### config.mk
export PLATFORM = sky130hd
export DESIGN_NAME = csv_integer_field_parser
export DESIGN_NICKNAME = d
export VERILOG_FILES = /design/src/sv/csvip_pkg.sv /design/src/sv/csv_integer_field_parser.sv
export SDC_FILE = /design/constraint.sdc
export NUM_CORES = 1
export LEC_CHECK = 0
export BUFFER_PORTS_ARGS = -buffer_cell sky130_fd_sc_hd__buf_4
export CAP_MARGIN = 10
export CORE_AREA = 3 3 114 116
export DETAILED_ROUTE_END_ITERATION = 10
export DIE_AREA = 0 0 117 119
export GPL_TIMING_DRIVEN = 0
export PLACE_DENSITY = 0.81
export SETUP_SLACK_MARGIN = 0.02
export SYNTH_ARGS = -nofsm -noshare
export SYNTH_HDL_FRONTEND = slang
export SYNTH_SLANG_ARGS = --single-unit
### constraint.sdc
create_clock -name clk -period 3.5 [get_ports clk]
set_clock_uncertainty 0.15 [all_clocks]
set_input_delay 0.175 -clock clk [delete_from_list [all_inputs] [get_ports clk]]
set_output_delay 0.175 -clock clk [all_outputs]
set_load 0.02 [all_outputs]
### src/sv/csvip_pkg.sv
// Package for the CSV integer field parser: character codes, field state type, per-byte conversion.
package csvip_pkg;

	localparam logic [7:0] CH_QUOTE = 8'd34;
	localparam logic [7:0] CH_CR    = 8'd13;
	localparam logic [7:0] CH_LF    = 8'd10;
	localparam logic [7:0] CH_TAB   = 8'd9;
	localparam logic [7:0] CH_SPACE = 8'd32;
	localparam logic [7:0] CH_PLUS  = 8'd43;
	localparam logic [7:0] CH_MINUS = 8'd45;
	localparam logic [7:0] CH_ZERO  = 8'd48;
	localparam logic [7:0] CH_NINE  = 8'd57;
	localparam logic [7:0] DELIM_RESET = 8'd44;

	typedef enum logic [1:0] {
		PH_LEAD   = 2'd0,
		PH_SIGN   = 2'd1,
		PH_DIGITS = 2'd2,
		PH_DONE   = 2'd3
	} phase_t;

	typedef struct packed {
		phase_t      phase;
		logic        neg;
		logic [31:0] acc;
		logic        ovf;
	} field_t;

	localparam field_t FIELD_CLEAR = '{phase: PH_LEAD, neg: 1'b0, acc: 32'd0, ovf: 1'b0};

	// strtoul-style step: whitespace, sign, digits, then stop
	function automatic field_t feed_char(field_t f, logic [7:0] c);
		logic        digit;
		logic        space;
		logic [35:0] nxt;
		field_t      r;
		r     = f;
		digit = (c >= CH_ZERO) && (c <= CH_NINE);
		space = (c == CH_SPACE) || ((c >= CH_TAB) && (c <= CH_CR));
		nxt   = ({4'd0, f.acc} << 3) + ({4'd0, f.acc} << 1) + {28'd0, c - CH_ZERO};
		if (f.phase == PH_LEAD && space) begin
			r = f;
		end else if (f.phase == PH_LEAD && (c == CH_PLUS || c == CH_MINUS)) begin
			r.neg   = (c == CH_MINUS);
			r.phase = PH_SIGN;
		end else if (f.phase != PH_DONE && digit) begin
			if (nxt[35:32] != 4'd0) begin
				r.ovf = 1'b1;
			end
			r.acc   = nxt[31:0];
			r.phase = PH_DIGITS;
		end else begin
			r.phase = PH_DONE;
		end
		return r;
	endfunction

	function automatic logic [31:0] field_result(field_t f);
		logic [31:0] r;
		if (f.ovf) begin
			r = 32'hFFFF_FFFF;
		end else if (f.neg) begin
			r = 32'd0 - f.acc;
		end else begin
			r = f.acc;
		end
		return r;
	endfunction

endpackage

### src/sv/csv_integer_field_parser.sv
// CSV integer field parser: byte-wise quote/delimiter/row handling and decimal field conversion.
//
// One byte of CSV text enters per item and the block sustains one item per
// clock cycle while in_ready is high. An item is held in an input register,
// where one stage of logic updates the quote and row state and the running
// decimal value and builds at most one result; that result is held in the
// output register. The rate is set by that single per-byte state update (a
// 36-bit multiply-by-ten add). in_ready drops only while a byte that makes
// a result waits behind a result not yet taken. Each delimiter gives one
// field, CR or LF gives the last field of a row (an LF right after it is
// dropped), and end_of_input gives one result with field_present low and
// row_end high and resets the parse state. delimiter_char resets to a comma
// and is written through the cfg channel; the user must write it only while
// the block is idle, which the block itself does not enforce.
module csv_integer_field_parser (
	input  logic               clk,
	input  logic               arst_n,
	input  logic               cfg_valid,
	output logic               cfg_ready,
	input  logic [7:0]         delimiter_char,
	input  logic               in_valid,
	output logic               in_ready,
	input  logic [7:0]         data_byte,
	input  logic               end_of_input,
	output logic               out_valid,
	input  logic               out_ready,
	output logic signed [31:0] field_value,
	output logic               field_present,
	output logic               row_end
);

	logic [7:0]  delim_q;
	logic        valid_s1;
	logic [7:0]  data_s1;
	logic        eoi_s1;

	logic                 in_quotes_q;
	logic                 quote_pending_q;
	logic                 swallow_lf_q;
	csvip_pkg::field_t    field_q;

	logic                 in_quotes_d;
	logic                 quote_pending_d;
	logic                 swallow_lf_d;
	csvip_pkg::field_t    field_d;

	logic        res_valid;
	logic [31:0] res_value;
	logic        res_present;
	logic        res_row;
	logic        advance;

	logic        out_valid_q;
	logic [31:0] value_q;
	logic        present_q;
	logic        row_q;

	assign cfg_ready = 1'b1;

	always_comb begin
		in_quotes_d     = in_quotes_q;
		quote_pending_d = 1'b0;
		swallow_lf_d    = 1'b0;
		field_d         = field_q;
		res_valid       = 1'b0;
		res_value       = 32'd0;
		res_present     = 1'b0;
		res_row         = 1'b0;
		if (eoi_s1) begin
			in_quotes_d = 1'b0;
			field_d     = csvip_pkg::FIELD_CLEAR;
			res_valid   = 1'b1;
			res_row     = 1'b1;
		end else if (swallow_lf_q && data_s1 == csvip_pkg::CH_LF) begin
			quote_pending_d = quote_pending_q;
		end else if (quote_pending_q && data_s1 == csvip_pkg::CH_QUOTE) begin
			field_d = csvip_pkg::feed_char(field_q, csvip_pkg::CH_QUOTE);
		end else if (in_quotes_q && !quote_pending_q) begin
			if (data_s1 == csvip_pkg::CH_QUOTE) begin
				quote_pending_d = 1'b1;
			end else begin
				field_d = csvip_pkg::feed_char(field_q, data_s1);
			end
		end else begin
			in_quotes_d = 1'b0;
			if (data_s1 == csvip_pkg::CH_QUOTE) begin
				in_quotes_d = 1'b1;
			end else if (data_s1 == delim_q) begin
				res_valid   = 1'b1;
				res_value   = csvip_pkg::field_result(field_q);
				res_present = 1'b1;
				field_d     = csvip_pkg::FIELD_CLEAR;
			end else if (data_s1 == csvip_pkg::CH_CR || data_s1 == csvip_pkg::CH_LF) begin
				res_valid    = 1'b1;
				res_value    = csvip_pkg::field_result(field_q);
				res_present  = 1'b1;
				res_row      = 1'b1;
				field_d      = csvip_pkg::FIELD_CLEAR;
				swallow_lf_d = 1'b1;
			end else begin
				field_d = csvip_pkg::feed_char(field_q, data_s1);
			end
		end
	end

	assign advance  = valid_s1 && (!res_valid || !out_valid_q || out_ready);
	assign in_ready = !valid_s1 || advance;

	always_ff @(posedge clk or negedge arst_n) begin
		if (!arst_n) begin
			delim_q <= csvip_pkg::DELIM_RESET;
		end else if (cfg_valid && cfg_ready) begin
			delim_q <= delimiter_char;
		end
	end

	always_ff @(posedge clk or negedge arst_n) begin
		if (!arst_n) begin
			valid_s1 <= 1'b0;
		end else if (in_valid && in_ready) begin
			valid_s1 <= 1'b1;
		end else if (advance) begin
			valid_s1 <= 1'b0;
		end
	end

	always_ff @(posedge clk) begin
		if (in_valid && in_ready) begin
			data_s1 <= data_byte;
			eoi_s1  <= end_of_input;
		end
	end

	always_ff @(posedge clk or negedge arst_n) begin
		if (!arst_n) begin
			in_quotes_q     <= 1'b0;
			quote_pending_q <= 1'b0;
			swallow_lf_q    <= 1'b0;
			field_q         <= csvip_pkg::FIELD_CLEAR;
		end else if (advance) begin
			in_quotes_q     <= in_quotes_d;
			quote_pending_q <= quote_pending_d;
			swallow_lf_q    <= swallow_lf_d;
			field_q         <= field_d;
		end
	end

	always_ff @(posedge clk or negedge arst_n) begin
		if (!arst_n) begin
			out_valid_q <= 1'b0;
		end else if (advance && res_valid) begin
			out_valid_q <= 1'b1;
		end else if (out_ready) begin
			out_valid_q <= 1'b0;
		end
	end

	always_ff @(posedge clk) begin
		if (advance && res_valid) begin
			value_q   <= res_value;
			present_q <= res_present;
			row_q     <= res_row;
		end
	end

	assign out_valid     = out_valid_q;
	assign field_value   = value_q;
	assign field_present = present_q;
	assign row_end       = row_q;

`ifndef SYNTHESIS
	// an item without a field is always a row end and carries zero
	a_empty_is_row_end: assert property (@(posedge clk) disable iff (!arst_n)
		out_valid && !field_present |-> row_end && field_value == 32'sd0)
		else $error("empty item without row end or with nonzero value");

	a_pending_in_quotes: assert property (@(posedge clk) disable iff (!arst_n)
		quote_pending_q |-> in_quotes_q)
		else $error("quote pending outside quoted text");

	a_eoi_clears: assert property (@(posedge clk) disable iff (!arst_n)
		advance && eoi_s1 |=> !in_quotes_q && !quote_pending_q && !swallow_lf_q
			&& field_q.phase == csvip_pkg::PH_LEAD)
		else $error("end of input did not clear parse state");

	a_ready_when_empty: assert property (@(posedge clk) disable iff (!arst_n)
		!out_valid_q |-> in_ready)
		else $error("input stalled with empty output register");

	a_clear_after_field: assert property (@(posedge clk) disable iff (!arst_n)
		advance && res_present |=> field_q.acc == 32'd0 && !field_q.ovf)
		else $error("field state not cleared after result");
`endif

endmodule
==> qor.yml, run 1 <==
routing:
  drtIter0Drc: 445
  dr.pass1.iters: 6
  routedWlPerCell_um: 17.61
  drc_errors: 0
  vias_per_cell: 6.096
  drtAntennaViolNets: 0
  drt-total-wl_um: 16860
  vias: 5834
worst_setup_path:
  r2r_cells: 14
  r2r_slack_ns: -0.27
  r2r-end: "field_q[0]"
  required_ns: 3.61
  cp_max_fo: 3
  r2r_start: "data_s1[5]"
  cp_data_arrival_time_ns: 3.88
  endpoint_kind: "register"
  path_class: "reg -> reg"
  critPathLaunchType: "register"
final_layout:
  drive_gt1_frac: 0.2086
  n_antenna_cell: 0
  fill_cells: 893
  synthToLayoutAreaGrowth_pct: 25.17
  fin_nets: 897
  postLayoutCoreUtil: 0.6901
  final_area_um2: 8289
  finalNonFillerCells: 957
floorplan:
  fp.dieW_um: 117
  io_pins: 59
  die_y_um: 119
  die_area_um2: 13920
  initial_utilization: 0.5514
  rows: 40
  core_um2: 12010
synth:
  synth_edf_count: 43
  yosysTopAreaCellShare: 0.1950
  synth.distinct_cells: 74
  syn_nets: 780
  ys_ff_latch: 92
  synthTopCellsByArea: "edfxtp_1, dfrtp_1, ha_1"
  synthFlopType: "dfrtp_1"
  ys_warn_count: 0
  synthCells: 688
  seq_area_frac_synth: 0.3807
  avgSynthCellArea_um2: 9.626
  async_reset_ff_frac: 0.5326
  synth_area_um2: 6623
  synth_top_area_cell: "edfxtp_1"
placement:
  placed_cells: 891
  preCtsSetupSlack_ns: -0.6212
  io_buffers: 56
  dpl-instance-area_um2: 7272
  dp_hpwl_um: 11390
  place_congestion: 0.9401
grt:
  grt_max_degree: 50
  grt_util_all_layers: 0.2398
  grt-ovfl-total: 0
  grt_pass1_vias: 5788
  antenna_found_initial: 0
  grt_pass1_wl_um: 26770
clock_network:
  insertion_delay_ns: 0.35
  clockBufferDepth: 2
  cts.sinks: 92
  root_buffer: "clkbuf_16"
  htreeDepth: 3
  cts_tree: "yes"
  clk_pin_slew_ns: 0.07
  cts_buffers: 9
worst_hold_path:
  hp-start: "cfg_valid"
  hold_path_class: "in -> reg"
  min_to: "delim_q[0]"
  whs_path_depth: 2
sta:
  rsz0062_at_grt: "true"
  fin_tns_setup_ns: -1.681
  finalHoldViolCount: 0
  fmax_mhz: 265.3
  slew_headroom: 0.5344
  fin_ws_ns: -0.2692
  drv_slew: 0
  worstMarginPinSlew_ns: 0.6985
  finalSetupViolations: 11
  hold_slack_ns: 0.2016
  fin_crit_sh: 1.077
  min_period_ns: 3.769
outcome:
  status: "finished, violations left"
  violations: "setup timing"
power:
  power.switching_uw: 673.1
  pwr-share-clk: 0.377
  ir_drop_mv: 0.3286
  p_leak_nw: 3.794
  p_int_mw: 1.945
  power_mw: 2.618
  p_per_area_nw_per_um2: 315.9
  comb_power_share: 0.158
  switching_share: 0.2571
  power_frac_seq: 0.465
flow_run:
  drv_cap: 0
## worst max-delay path, stage by stage, from the launching register on
cell and delay [ns]:
edfxtp_1 0.42, buf_6 0.15, ha_2 0.19, xnor2_2 0.15, fa_1 0.48, ha_4 0.19
a21o_1 0.19, a211o_1 0.28, o21bai_4 0.20, o21ai_4 0.09, a221oi_4 0.32, o41ai_4 0.11
a311o_1 0.38, mux2i_1 0.15, a221oi_2 0.23
## area by class of cell
cell class | instances | area [um2] | share of cell area
Buffer | 25 | 126.4 | 0.01525
Clock buffer | 11 | 242.7 | 0.02928
Clock inverter | 5 | 61.31 | 0.007396
Inverter | 29 | 108.9 | 0.01313
Multi-Input combinational cell | 542 | 4183 | 0.5046
Sequential cell | 92 | 2522 | 0.3043
Tap cell | 147 | 183.9 | 0.02219
Timing Repair Buffer | 106 | 860.8 | 0.1038
## repair_timing
| item | CTS | global route |
|---|---|---|
| resized for setup | 29 | 33 |
| hold buffers | 20 | 0 |
| pin swaps | 20 | 21 |
| gates cloned | 0 | 0 |
| endpoints found under the setup margin | 63 | 64 |
| endpoints found under the hold margin | 65 | 0 |
| setup buffers | 25 | 7 |
## cell families after synthesis
family / count (synthesis) / share of synthesized area
simple gates: 191 / 0.1404
flops: 92 / 0.3807
mux: 13 / 0.02154
compound gates: 203 / 0.2008
fa+ha+maj: 70 / 0.1391
xor+xnor: 64 / 0.08464
other cells: 1 / 0.0005662
buf+inv: 54 / 0.03231
## how the worst max path moves through the flow
stage / start / cells after the start / end
CTS: data_s1[5] / 13 / field_q[0]
floorplan: data_s1[5] / 13 / field_q[0]
detailed placement: data_s1[4] / 10 / field_value[5]
global route: data_s1[5] / 14 / field_q[0]
finish: data_s1[5] / 14 / field_q[0]
global placement: data_s1[4] / 10 / field_value[5]
## metal layers
layer	track usage	vias to the layer above	wire length (um)
met5	0	-	0
met4	0.1039	0	438
met3	0.05488	44	1131
met2	0.3869	243	8308
met1	0.3059	2762	6978
li1	-	2785	-
## synth_stat cells, drive strengths merged (3+ instances only)
master,instances
o41ai,7
a211oi,5
or2,7
dfrtp,46
inv,29
mux2,10
a21oi,80
nor3,9
and3,4
clkbuf,22
xor2,39
edfxtp,43
dfstp,3
ha,64
buf,3
fa,6
mux2i,3
o21a,3
o21ai,30
nand3,15
a21o,12
xnor2,25
nand2,69
o211ai,7
nor4,5
o31ai,13
a21boi,3
a32o,3
o22ai,3
or4,5
a22o,12
or3,5
nand2b,8
nor2b,6
nand4,6
nor2,43
## power groups by stage
| stage | registers [mW] | clock network [mW] | logic, mW |
|---|---|---|---|
| final | 1.22 | 0.986 | 0.413 |
| after global placement | 1.24 | 0 | 0.318 |
| after CTS | 1.22 | 1.00 | 0.390 |
| after detailed placement | 1.24 | 0 | 0.330 |
| after floorplan | 1.26 | 0 | 0.203 |
| after global routing | 1.22 | 1.05 | 0.451 |
## cell usage in the layout (no fill, tap or decap), types with 9 or more instances in the layout
cell / instances
nand3_1: 15
a21oi_1: 71
clkbuf_16: 9
a21o_1: 12
dlygate4sd3_1: 20
dfrtp_1: 45
mux2_2: 9
xor2_1: 38
o21ai_0: 14
edfxtp_1: 43
o21ai_1: 14
xnor2_1: 24
clkbuf_1: 16
a22o_1: 12
nor2_1: 41
ha_1: 59
o31ai_1: 11
inv_1: 25
buf_4: 83
nand2_1: 69
## state kept, by name, indices dropped and copies added, names as in the netlist
register and cells:
swallow_lf_q 1, delim_q 8, field_value 32, out_valid 1, quote_pending_q 1, row_end 1
field_present 1, valid_s1 1, field_q 36, data_s1 8, in_quotes_q 1, eoi_s1 1
Power figures use the tool's default switching activity.
==> inputs of run 2 (changes only) <==
--- a/config.mk
+++ b/config.mk
@@ -11,6 +11,7 @@
 export DETAILED_ROUTE_END_ITERATION = 10
 export DIE_AREA = 0 0 117 119
 export GPL_TIMING_DRIVEN = 0
+export MAX_ROUTING_LAYER = met4
 export PLACE_DENSITY = 0.81
 export SETUP_SLACK_MARGIN = 0.02
 export SYNTH_ARGS = -nofsm -noshare
==> run 2 against run 1 <==
The flow still finishes with violations (setup timing); critical path type unchanged; sequential cell count unchanged; clock power decreased by 8.7%; non-clock buffer count unchanged; sequential share of layout area about the same.
==> qor.yml, run 2 (synthesis results as in run 1) <==
grt:
  grt_max_degree: 50  # unchanged
  grt_pass1_wl_um: 26810  # +0.15%
  antenna_found_initial: 0  # unchanged
  grt-busiest-layer: "met2"
  grt_util_all_layers: 0.2492  # +0.009402
  grt-ovfl-total: 0  # unchanged
  met3_usage: 0.03404  # -0.02083
  grt_pass1_vias: 5583  # -3.5%
  grt_use_met1: 0.3174  # +0.01144
  use_met2: 0.4033  # +0.01636
final_layout:
  synthToLayoutAreaGrowth_pct: 25.20  # about the same
  n_antenna_cell: 0  # unchanged
  final_common_cell: "buf_4"
  top_register: "field_q"
  largest_register_ffs: 36  # unchanged
  layout_common_cells: "buf_4, a21oi_1, nand2_1, ha_1, dfrtp_1"
  fin_nets: 897  # unchanged
  finalNonFillerCells: 957  # unchanged
  drive_gt1_frac: 0.2185  # +0.009877
  postLayoutCoreUtil: 0.6903  # about the same
sta:
  fin_tns_setup_ns: -1.783  # -0.1028 ns
  min_period_ns: 3.866  # +0.09650 ns
  rsz0062_at_grt: "true"
  slew_headroom: 0.5652  # +0.03087
  finalSetupViolations: 14  # +3
  fin_ws_ns: -0.3657  # -0.09650 ns
  worstMarginPinSlew_ns: 0.6521  # -0.04631 ns
  fin_crit_sh: 1.104  # +0.02757
  fmax_mhz: 258.7  # -2.5%
  finalHoldViolCount: 0  # unchanged
  drv_slew: 0  # unchanged
routing:
  drc_errors: 0  # unchanged
  dr.pass1.iters: 5  # -1
  vias_per_cell: 6.097  # about the same
  drt-total-wl_um: 16790  # -0.37%
  vias: 5835  # +0.017%
  routedWlPerCell_um: 17.55  # -0.37%
  drtIter0Drc: 531  # +19%
  drtAntennaViolNets: 0  # unchanged
clock_network:
  clockBufferDepth: 2  # unchanged
  root_buffer: "clkbuf_16"
  cts.sinks: 92  # unchanged
  cts_tree: "yes"
  htreeDepth: 3  # unchanged
  insertion_delay_ns: 0.36  # about the same
  clk_pin_slew_ns: 0.07  # about the same
  cts_buffers: 9  # unchanged
worst_setup_path:
  crit_family: "compound AO/OA/AOI/OAI gates"
  setup.worst_path.start: "data_s1[4]"
  slowest_stage: "fa_2"
  cp_num_cells: 14  # unchanged
  required_ns: 3.61  # about the same
  r2r_slack_ns: -0.37  # -0.10 ns
  path_class: "reg -> reg"
  r2r_cells: 14  # unchanged
  r2r-end: "field_q[0]"
  critPathLaunchType: "register"
  cp_data_arrival_time_ns: 3.97  # +0.09 ns
  path_buf_inv: 1  # unchanged
  cp_cell_sequence: "buf_6, ha_4, xnor2_4, fa_2, ha_4, a21o_1, a211o_1, o21bai_4, o21ai_4, a221oi_4, o41ai_4, a311o_1, mux2i_1, a221oi_1"
  cp_max_fo: 3  # unchanged
  slowest_delay_ns: 0.48  # about the same
  r2r_start: "data_s1[4]"
  path_common_cell: "ha_4"
  crit_end: "field_q[0]"
  endpoint_kind: "register"
placement:
  io_buffers: 56  # unchanged
  dp_hpwl_um: 11430  # +0.42%
  placed_cells: 891  # unchanged
  place_congestion: 0.9155  # -2.6%
floorplan:
  initial_utilization: 0.5514  # unchanged
  io_pins: 59  # unchanged
  die_y_um: 119  # unchanged
  die_area_um2: 13920  # unchanged
  core_um2: 12010  # unchanged
  rows: 40  # unchanged
  fp.dieW_um: 117  # unchanged
power:
  p_leak_nw: 3.751  # -1.1%
  p_per_area_nw_per_um2: 307.3  # -2.7%
  ir_drop_mv: 0.3013  # -8.3%
  power_mw: 2.548  # -2.7%
worst_hold_path:
  hold_path_class: "in -> reg"
flow_run:
  drv_cap: 0  # unchanged
outcome:
  status: "finished, violations left"
  violations: "setup timing"
==> run 2: changes by cell type in the layout (fill, tap and decap cells not counted), moves of 2 or more <==
cell / previous run / this run
o41ai_2: 0 / 2
a21oi_4: 2 / 0
xnor2_1: 24 / 22
clkbuf_1: 16 / 19
o41ai_4: 3 / 1
clkbuf_2: 5 / 3
nor2_4: 0 / 2
nor2_1: 41 / 39
a21oi_2: 7 / 9
==> run 2: stage by stage <==
step | hold slack (ns) | setup WS (ns) | instance area [um2]
floorplan | -0.2706 | -0.02799 | 6668
global placement | 0.08726 | -0.6529 | 7272
detailed placement | 0.09501 | -0.6549 | 7272
CTS | 0.1750 | -0.3970 | 8048
global route | 0.1932 | -0.5059 | 8292
finish | 0.1875 | -0.3657 | 8292
==> run 2: what timing repair did <==
item                                   CTS  global route
pin swaps                               24            42
setup endpoints to repair               63            65
setup buffers                           19            12
gates cloned                             0             0
hold buffers                            20             0
endpoints found under the hold margin   65             0
gates resized for setup                 31            44
==> run 2: worst reg2reg max path, stage by stage, from the launching register on <==
cell and delay [ns]:
edfxtp_1 0.47, buf_6 0.17, ha_4 0.17, xnor2_4 0.19, fa_2 0.48, ha_4 0.18, a21o_1 0.19, a211o_1 0.28
o21bai_4 0.19, o21ai_4 0.09, a221oi_4 0.34, o41ai_4 0.12, a311o_1 0.38, mux2i_1 0.14, a221oi_1 0.24
==> run 2: worst min path at each step <==
| stage | startpoint | end | slack (ns) | depth (start not counted) |
|---|---|---|---|---|
| floorplan | arst_n | delim_q[0] | -0.27 | 0 |
| global placement | arst_n | field_q[27] | 0.09 | 1 |
| detailed placement | arst_n | field_q[27] | 0.1 | 1 |
| CTS | cfg_valid | delim_q[3] | 0.18 | 2 |
| global route | cfg_valid | delim_q[0] | 0.19 | 2 |
| finish | cfg_valid | delim_q[3] | 0.19 | 2 |
==> run 2: per-layer routing <==
| metal | vias to the layer above | wire length [um] |
|---|---|---|
| li1 | 2776 | - |
| met1 | 2791 | 6992 |
| met2 | 232 | 8403 |
| met3 | 36 | 1090 |
| met4 | 0 | 307 |
| met5 | - | 0 |
==> run 2: layout make-up <==
cell class              instances  area (um2)
multi-input cells             542        4222
well taps                     147       183.9
clock inverters                 4       27.53
flip-flops and latches         92        2524
inverters                      29       111.4
clock buffers                  12       236.5
repair buffers                106       857.1
fillers                       862        3720
plain buffers                  25       130.1
==> run 2: report_power, final <==
part	internal, mW	switching (mW)
Clock	0.482	0.418
Sequential	1.18	0.0364
Combinational	0.197	0.231
